### config.mk
export PLATFORM = sky130hd
export DESIGN_NAME = integer_alu_with_power
export DESIGN_NICKNAME = d
export VERILOG_FILES = /design/src/sv/ialu_pkg.sv /design/src/sv/ialu_datapath.sv /design/src/sv/ialu_ctrl.sv /design/src/sv/integer_alu_with_power.sv
export VERILOG_INCLUDE_DIRS = /design/src /design/src/sv
export SDC_FILE = /design/constraint.sdc
export NUM_CORES = 2
export LEC_CHECK = 0
export CAP_MARGIN = 20
export CORE_MARGIN = 5
export CORE_UTILIZATION = 25
export DETAILED_ROUTE_END_ITERATION = 12
export DONT_BUFFER_PORTS = 1
export PLACE_DENSITY = 0.37
export SYNTH_ARGS = -nofsm -noshare
export SYNTH_HDL_FRONTEND = slang
export SYNTH_SLANG_ARGS = --single-unit
### constraint.sdc
create_clock -name clk -period 15.6 [get_ports clk]
set_input_delay 1.56 -clock clk [delete_from_list [all_inputs] [get_ports clk]]
set_output_delay 1.56 -clock clk [all_outputs]
set_load 0.02 [all_outputs]
### src/sv/integer_alu_with_power_defines.svh
// Assertion macros used by the RTL controller.
`ifndef INTEGER_ALU_WITH_POWER_DEFINES_SVH
`define INTEGER_ALU_WITH_POWER_DEFINES_SVH

`ifndef ASSERT_OFF

// Condition that holds at every clock edge out of reset.
`define IALU_ASSERT(label, cond, msg) \
    label: assert property (@(posedge clk) disable iff (!rst_n) (cond)) else $error(msg);

// Consequent in the same cycle as the antecedent.
`define IALU_ASSERT_IMPL(label, ante, cons, msg) \
    label: assert property (@(posedge clk) disable iff (!rst_n) (ante) |-> (cons)) \
        else $error(msg);

// Consequent in the cycle after the antecedent.
`define IALU_ASSERT_NEXT(label, ante, cons, msg) \
    label: assert property (@(posedge clk) disable iff (!rst_n) (ante) |=> (cons)) \
        else $error(msg);

`else

`define IALU_ASSERT(label, cond, msg)
`define IALU_ASSERT_IMPL(label, ante, cons, msg)
`define IALU_ASSERT_NEXT(label, ante, cons, msg)

`endif

`endif

### src/sv/ialu_pkg.sv
`default_nettype none

package ialu_pkg;

    localparam int DATA_WIDTH = 32;
    localparam int CMD_W      = 4;
    localparam int CNT_W      = $clog2(DATA_WIDTH);

    localparam logic [CMD_W-1:0] OP_ADD = 4'd0;
    localparam logic [CMD_W-1:0] OP_SUB = 4'd1;
    localparam logic [CMD_W-1:0] OP_MUL = 4'd2;
    localparam logic [CMD_W-1:0] OP_DIV = 4'd3;
    localparam logic [CMD_W-1:0] OP_MOD = 4'd4;
    localparam logic [CMD_W-1:0] OP_POW = 4'd5;
    localparam logic [CMD_W-1:0] OP_AND = 4'd6;
    localparam logic [CMD_W-1:0] OP_XOR = 4'd7;
    localparam logic [CMD_W-1:0] OP_OR  = 4'd8;
    localparam logic [CMD_W-1:0] OP_NEG = 4'd9;
    localparam logic [CMD_W-1:0] OP_ABS = 4'd10;

    // Controller to datapath commands
    typedef struct packed {
        logic load;
        logic step;
        logic finish;
    } ctl_cmd_t;

    // Datapath to controller status
    typedef struct packed {
        logic iterative;
    } ctl_sts_t;

endpackage

`default_nettype wire

### src/sv/ialu_datapath.sv
`default_nettype none

module ialu_datapath
    import ialu_pkg::*;
(
    input  wire logic                  clk,
    input  wire logic                  rst_n,
    input  wire logic [CMD_W-1:0]      command,
    input  wire logic [DATA_WIDTH-1:0] operand_a,
    input  wire logic [DATA_WIDTH-1:0] operand_b,
    input  wire ctl_cmd_t              cmd,
    output ctl_sts_t                   sts,
    output logic [DATA_WIDTH-1:0]      result,
    output logic                       undefined
);

    localparam int W = DATA_WIDTH;

    function automatic logic [W-1:0] mag(input logic [W-1:0] v);
        mag = v[W-1] ? (~v + W'(1)) : v;
    endfunction

    logic [CMD_W-1:0] op_reg;
    logic             neg_a_reg;
    logic             neg_b_reg;
    logic             zero_b_reg;
    logic [W-1:0]     base_reg, base_next;
    logic [W-1:0]     aux_reg, aux_next;
    logic [W-1:0]     acc_reg, acc_next;
    logic [W-1:0]     shf_reg, shf_next;
    logic [W-1:0]     res_reg, res_next;
    logic             undef_reg, undef_next;

    logic [W-1:0]     prod_acc;
    logic [W-1:0]     prod_sq;
    logic [W:0]       rem_sh;
    logic [W:0]       diff;
    logic             qbit;
    logic             is_div_op;

    assign prod_acc = acc_reg * base_reg;
    assign prod_sq  = base_reg * base_reg;

    // Shift-subtract step on the magnitudes: remainder in acc, quotient builds in shf
    assign rem_sh = {acc_reg, shf_reg[W-1]};
    assign diff   = rem_sh - {1'b0, aux_reg};
    assign qbit   = ~diff[W];

    assign is_div_op     = (command == OP_DIV) || (command == OP_MOD);
    assign sts.iterative = (op_reg == OP_DIV) || (op_reg == OP_MOD) || (op_reg == OP_POW);

    always_comb
    begin
        base_next = base_reg;
        aux_next  = aux_reg;
        acc_next  = acc_reg;
        shf_next  = shf_reg;
        if (cmd.load)
        begin
            base_next = operand_a;
            aux_next  = is_div_op ? mag(operand_b) : operand_b;
            shf_next  = mag(operand_a);
            if (command == OP_POW)
                acc_next = W'(1);
            else if (command == OP_MUL)
                acc_next = operand_b;
            else
                acc_next = '0;
        end
        else if (cmd.step)
        begin
            if (op_reg == OP_POW)
            begin
                if (aux_reg[0])
                    acc_next = prod_acc;
                base_next = prod_sq;
                aux_next  = aux_reg >> 1;
            end
            else
            begin
                acc_next = qbit ? diff[W-1:0] : rem_sh[W-1:0];
                shf_next = {shf_reg[W-2:0], qbit};
            end
        end
    end

    always_comb
    begin
        undef_next = 1'b0;
        unique case (op_reg)
            OP_ADD: res_next = base_reg + aux_reg;
            OP_SUB: res_next = base_reg - aux_reg;
            OP_MUL: res_next = prod_acc;
            OP_DIV:
            begin
                undef_next = zero_b_reg;
                if (zero_b_reg)
                    res_next = '0;
                else
                    res_next = (neg_a_reg ^ neg_b_reg) ? (~shf_reg + W'(1)) : shf_reg;
            end
            OP_MOD:
            begin
                undef_next = zero_b_reg;
                if (zero_b_reg)
                    res_next = '0;
                else
                    res_next = neg_a_reg ? (~acc_reg + W'(1)) : acc_reg;
            end
            OP_POW: res_next = neg_b_reg ? '0 : acc_reg;
            OP_AND: res_next = base_reg & aux_reg;
            OP_XOR: res_next = base_reg ^ aux_reg;
            OP_OR:  res_next = base_reg | aux_reg;
            OP_NEG: res_next = ~base_reg + W'(1);
            OP_ABS: res_next = mag(base_reg);
            default: res_next = '0;
        endcase
    end

    always_ff @(posedge clk or negedge rst_n)
    begin
        if (!rst_n)
        begin
            op_reg     <= '0;
            neg_a_reg  <= 1'b0;
            neg_b_reg  <= 1'b0;
            zero_b_reg <= 1'b0;
            base_reg   <= '0;
            aux_reg    <= '0;
            acc_reg    <= '0;
            shf_reg    <= '0;
            res_reg    <= '0;
            undef_reg  <= 1'b0;
        end
        else
        begin
            if (cmd.load)
            begin
                op_reg     <= command;
                neg_a_reg  <= operand_a[W-1];
                neg_b_reg  <= operand_b[W-1];
                zero_b_reg <= (operand_b == '0);
            end
            base_reg <= base_next;
            aux_reg  <= aux_next;
            acc_reg  <= acc_next;
            shf_reg  <= shf_next;
            if (cmd.finish)
            begin
                res_reg   <= res_next;
                undef_reg <= undef_next;
            end
        end
    end

    assign result    = res_reg;
    assign undefined = undef_reg;

endmodule

`default_nettype wire

### src/sv/ialu_ctrl.sv
`default_nettype none

`include "integer_alu_with_power_defines.svh"

module ialu_ctrl
    import ialu_pkg::*;
(
    input  wire logic     clk,
    input  wire logic     rst_n,
    input  wire logic     in_valid,
    output logic          in_ready,
    output logic          out_valid,
    input  wire logic     out_ready,
    input  wire ctl_sts_t sts,
    output ctl_cmd_t      cmd
);

    localparam logic [1:0] S_IDLE   = 2'd0;
    localparam logic [1:0] S_RUN    = 2'd1;
    localparam logic [1:0] S_FINISH = 2'd2;

    logic [1:0]       state_reg, state_next;
    logic [CNT_W-1:0] cnt_reg, cnt_next;
    logic             out_valid_reg, out_valid_next;

    always_comb
    begin
        state_next = state_reg;
        cnt_next   = cnt_reg;
        in_ready   = 1'b0;
        cmd        = '0;
        unique case (state_reg)
            S_IDLE:
            begin
                in_ready = 1'b1;
                if (in_valid)
                begin
                    cmd.load   = 1'b1;
                    cnt_next   = CNT_W'(DATA_WIDTH - 1);
                    state_next = S_RUN;
                end
            end
            S_RUN:
            begin
                if (!sts.iterative)
                    state_next = S_FINISH;
                else
                begin
                    cmd.step = 1'b1;
                    if (cnt_reg == '0)
                        state_next = S_FINISH;
                    else
                        cnt_next = cnt_reg - CNT_W'(1);
                end
            end
            S_FINISH:
            begin
                // hold until the output register is free
                if (!out_valid_reg || out_ready)
                begin
                    cmd.finish = 1'b1;
                    state_next = S_IDLE;
                end
            end
            default: state_next = S_IDLE;
        endcase
    end

    always_comb
    begin
        priority if (cmd.finish)
            out_valid_next = 1'b1;
        else if (out_ready)
            out_valid_next = 1'b0;
        else
            out_valid_next = out_valid_reg;
    end

    always_ff @(posedge clk or negedge rst_n)
    begin
        if (!rst_n)
        begin
            state_reg     <= S_IDLE;
            cnt_reg       <= '0;
            out_valid_reg <= 1'b0;
        end
        else
        begin
            state_reg     <= state_next;
            cnt_reg       <= cnt_next;
            out_valid_reg <= out_valid_next;
        end
    end

    assign out_valid = out_valid_reg;

    `IALU_ASSERT_NEXT(a_accept_runs, in_valid && in_ready, state_reg == S_RUN,
        "accepted transfer did not start the run")
    `IALU_ASSERT_IMPL(a_no_overwrite, cmd.finish, !out_valid_reg || out_ready,
        "result register overwritten while a transfer is pending")
    `IALU_ASSERT_NEXT(a_last_step, state_reg == S_RUN && sts.iterative && cnt_reg == '0,
        state_reg == S_FINISH, "iteration did not end after the last step")
    `IALU_ASSERT(a_step_in_run, !cmd.step || (state_reg == S_RUN && sts.iterative),
        "step issued outside an iterative run")

endmodule

`default_nettype wire

### src/sv/integer_alu_with_power.sv
`default_nettype none

// Signed integer ALU on 32-bit two's-complement operands: add, sub, mul, div, mod, pow,
// and, xor, or, negate and abs, all wrapping. Div truncates toward zero and mod takes the
// dividend's sign; a zero divisor gives result 0 with the undefined flag set, and a
// negative exponent gives 0. One item is in work at a time. Add, sub, mul, the logic ops,
// negate, abs and unused commands pass through accept, one datapath pass and the write of
// the output register; div, mod and pow pass through a capture, 32 iterations of the
// shared step (shift-subtract for div/mod, one square and one conditional multiply for
// pow) and the write of the output register. The result and its valid flag are registered
// together at that write. A finished result waits in the output register while the next
// item is accepted; the write of the next result stalls until that transfer happens.
module integer_alu_with_power
    import ialu_pkg::*;
(
    input  wire logic                   clk,
    input  wire logic                   rst_n,
    input  wire logic                   s_axis_tvalid,
    output logic                        s_axis_tready,
    input  wire logic [2*DATA_WIDTH-1:0] s_axis_tdata,  // operand_a, operand_b
    input  wire logic [CMD_W-1:0]       s_axis_tuser,  // command
    output logic                        m_axis_tvalid,
    input  wire logic                   m_axis_tready,
    output logic [DATA_WIDTH-1:0]       m_axis_tdata,  // result
    output logic                        m_axis_tuser   // undefined
);

    ctl_cmd_t ctl_cmd;
    ctl_sts_t ctl_sts;

    ialu_ctrl u_ctrl (
        .clk       (clk),
        .rst_n     (rst_n),
        .in_valid  (s_axis_tvalid),
        .in_ready  (s_axis_tready),
        .out_valid (m_axis_tvalid),
        .out_ready (m_axis_tready),
        .sts       (ctl_sts),
        .cmd       (ctl_cmd)
    );

    ialu_datapath u_datapath (
        .clk       (clk),
        .rst_n     (rst_n),
        .command   (s_axis_tuser),
        .operand_a (s_axis_tdata[DATA_WIDTH-1:0]),
        .operand_b (s_axis_tdata[2*DATA_WIDTH-1:DATA_WIDTH]),
        .cmd       (ctl_cmd),
        .sts       (ctl_sts),
        .result    (m_axis_tdata),
        .undefined (m_axis_tuser)
    );

endmodule

`default_nettype wire
==> key figures <==
Run status
  • Outcome: completed

Clock tree
  • Worst-Skew Late Latency: 530 ps
  • Num CTS Buffers: 17
  • CTS sink count: about 180
  • H-Tree Level Count: 4
  • Clock root cell: clkbuf_16
  • Reg clk slew, reported paths: approximately 90 ps
  • CTS max path bufs: 2
  • Post-CTS Setup Repair Bufs: 0
  • # hold bufs at CTS: 0
  • Cts repair resizes: 0
  • TritonCTS clock tree: yes

Critical path
  • CP endpoint: u_datapath.result[22]
  • CP max FO: 29
  • CP max-delay cell: xor2_1
  • Crit Path Class: flop to flop
  • Worst EP required: 16000 ps
  • CP Depth: 24
  • Crit path from: u_datapath.base_reg[2]
  • Worst path most repeated cell: fa_1
  • Crit. End Element: flop
  • WP data arrival: 9630 ps
  • Worst reg2reg setup slack: about 6400 ps
  • R2r worst-path depth: 24
  • RR Startpoint: u_datapath.base_reg[2]
  • Delay of the slowest critical-path stage: slightly below 900 ps
  • WP buf/inv: 5
  • Worst setup SP type: flop
  • CP cell instances: buf_4, and2_1, fa_1, inv_1, fa_1, fa_1, fa_1, inv_1, fa_1, inv_1, fa_1, inv_1, fa_1, fa_1, ha_1, a21boi_0, o2111ai_1, o211ai_1, a21oi_1, xor2_1, nor2_1, a211oi_1, o21ai_0, a22o_1
  • Reg2reg end: u_datapath.result[22]
  • Critical path's top delay family: adder cells

Detailed routing
  • Post-route DRC: 0
  • DRT Pass-1 Iters: 5
  • Routed WL: between 200 and 250 mm
  • Via/cell ratio: roughly 5.0
  • Antenna viol nets, final: 0
  • Routed vias: 39243
  • Average routed wire per standard cell: 27.0 um
  • Iter 0 DRT Violations: 3046

Synthesis
  • Top cells by count, synth: inv_1 (944), fa_1 (777), nand2_1 (622)
  • Share of async-settable or async-resettable flops after synthesis: between 90% and 100%
  • Synth unique cells: 88
  • Flop and latch count out of synthesis: between 150 and 200
  • Mapped Nets: between 6000 and 7000
  • Most used DFF post-synth: dfrtp_1
  • Post-synth EDFFs: 0
  • Top cells by area, synth: fa_1 (33%), ha_1 (10%), dfrtp_1 (9.4%), inv_1 (7.6%), nand2_1 (5.0%)
  • Synthesis warning total: 0
  • Share of the synthesized area in the top cell type: ~33%
  • Cells after Synth: 5560
  • Netlist Area Pre-Place: about 47000 um2
  • Synth area leader: fa_1
  • Synth Area per Inst: around 8.4 um2
  • Most common cell in the netlist: inv_1
  • Seq/Total Area, Yosys: a little under a tenth

Cells and area
  • Net count reported at finish: between 6000 and 7000
  • Non-filler cells, final: 7891
  • Final Core Density: between 20 and 30%
  • Share of layout cells above drive strength 1: 4.90%
  • Area Growth Syn to Fin: 7.72%
  • Fillers: between 20000 and 25000

Placed design
  • HPWL Detailed: ~160 mm
  • Post-Place Cells: just under 8000
  • Gpl congestion: about 0.91
  • Port Buffers: 0

GRT
  • First-pass GRT wire length: about 310 mm
  • Global route overflow: 0
  • Number of global-route vias before repair: between 40000 and 50000
  • Gr usage total: a little over a fifth
  • Initial antenna violation count: 22
  • Maximum number of pins on one net before global-route repair: between 150 and 200

STA
  • Total negative slack: 0 ps
  • Final setup fails: 0
  • Fin Clk Skew: approximately 40 ps
  • Hold slack: slightly above 500 ps
  • RSZ-0062 raised after global routing: false
  • Fin crit share: 59.2%
  • Slew @ Worst Pin: ~1200 ps
  • Rel. slew slack: a little over a fifth
  • Max Fclk: roughly 110 MHz
  • Hold Fails Final Rpt: 0
  • Fin crit period: between 9000 and 10000 ps
  • Slew Viols, Final: 0

Die
  • Die ar.: just under 200000 um2
  • Num rows: 158
  • # IOs: between 100 and 150
  • Core footprint: ~190000 um2
  • Die W: about 440 um
  • Initial Util: around a quarter
  • Die height: about 440 um

Job
  • Max-cap viol count: 0

Hold path
  • Min-delay worst type: flop to flop
## kinds of logic after synthesis
family                     share of synthesized area, %
AOI/OAI and AO/OA                                  13.8
xor gates and xnor gates                           6.10
adders and majority gates                          43.6
buffers and inverters                              10.3
DFF                                                9.43
muxes                                             0.978
and+or+nand+nor                                    15.8
## layout make-up
type                            instances  area, um2  area share, %
Timing Repair Buffer                  130        980           1.95
Sequential cell                       176       4420           8.79
Clock buffer                           18        439          0.873
Clock inverter                         14        165          0.328
Tap cell                             2480       3100           6.17
Inverter                              959       3600           7.15
Antenna cell                            5       12.5         0.0249
Multi-Input combinational cell       4109      37600           74.7
## layout by cell type (no fill, tap or decap), types with 16 or more instances in the layout
cell type | netlist | final
o31ai_1 | 41 | 41
mux2i_1 | 16 | 16
dfrtp_1 | 176 | 162
or4_1 | 20 | 20
o211ai_1 | 27 | 27
xnor2_1 | 204 | 204
a21o_1 | 68 | 66
ha_1 | 386 | 386
nor2_1 | 406 | 401
o21ai_0 | 247 | 247
buf_4 | 0 | 129
a221o_1 | 17 | 17
and2_1 | 252 | 252
nand2b_1 | 35 | 34
a21oi_1 | 255 | 254
a22oi_1 | 29 | 29
nor3_1 | 70 | 67
or3_1 | 28 | 28
a211oi_1 | 38 | 37
mux2_2 | 25 | 25
o21a_1 | 19 | 19
nand3_1 | 50 | 50
nor2b_1 | 24 | 24
o221ai_1 | 19 | 19
a221oi_1 | 54 | 54
xor2_1 | 115 | 115
a31oi_1 | 27 | 27
inv_1 | 944 | 944
fa_1 | 777 | 777
and3_1 | 17 | 17
nand2_1 | 622 | 622
clkbuf_16 | 0 | 17
## routing by layer
metal,vias up,global-route usage (%),part of all wire (%)
li1,17432,-,-
met1,20323,29.7,45
met2,1215,34.4,45
met3,269,3.31,6.0
met4,4,6.73,3.7
met5,-,0,0.013
## worst min path at each step
stage                      start                 to  slack [ps]  cells past startpoint
2_1_floorplan  u_ctrl.cnt_reg[0]  u_ctrl.cnt_reg[0]         460                      1
3_3_place_gp   u_ctrl.cnt_reg[0]  u_ctrl.cnt_reg[0]         500                      1
3_5_place_dp   u_ctrl.cnt_reg[0]  u_ctrl.cnt_reg[0]         500                      1
4_1_cts        u_ctrl.cnt_reg[0]  u_ctrl.cnt_reg[0]         520                      1
5_1_grt        u_ctrl.cnt_reg[0]  u_ctrl.cnt_reg[0]         550                      1
6_report       u_ctrl.cnt_reg[0]  u_ctrl.cnt_reg[0]         510                      1
## worst reg2reg max path, cell delays in order, from the launching register on
cell and delay [ps]:
dfrtp_2 820, buf_4 480, and2_1 240, fa_1 400, inv_1 80, fa_1 420
fa_1 510, fa_1 560, inv_1 60, fa_1 500, inv_1 60, fa_1 540
inv_1 60, fa_1 500, fa_1 430, ha_1 350, a21boi_0 420, o2111ai_1 220
o211ai_1 540, a21oi_1 180, xor2_1 890, nor2_1 100, a211oi_1 310, o21ai_0 230
a22o_1 250
## metrics by stage
| step | setup WS, ps | cell area [um2] |
|---|---|---|
| detailed placement | 6420 | 49700 |
| floorplan | 8080 | 46700 |
| CTS | 6410 | 50300 |
| global placement | 6480 | 49700 |
| global route | 6160 | 50300 |
| finish | 6370 | 50300 |
Power is not shown: default switching activity piles up to over one toggle a cycle in this logic, so the estimate is an artifact.
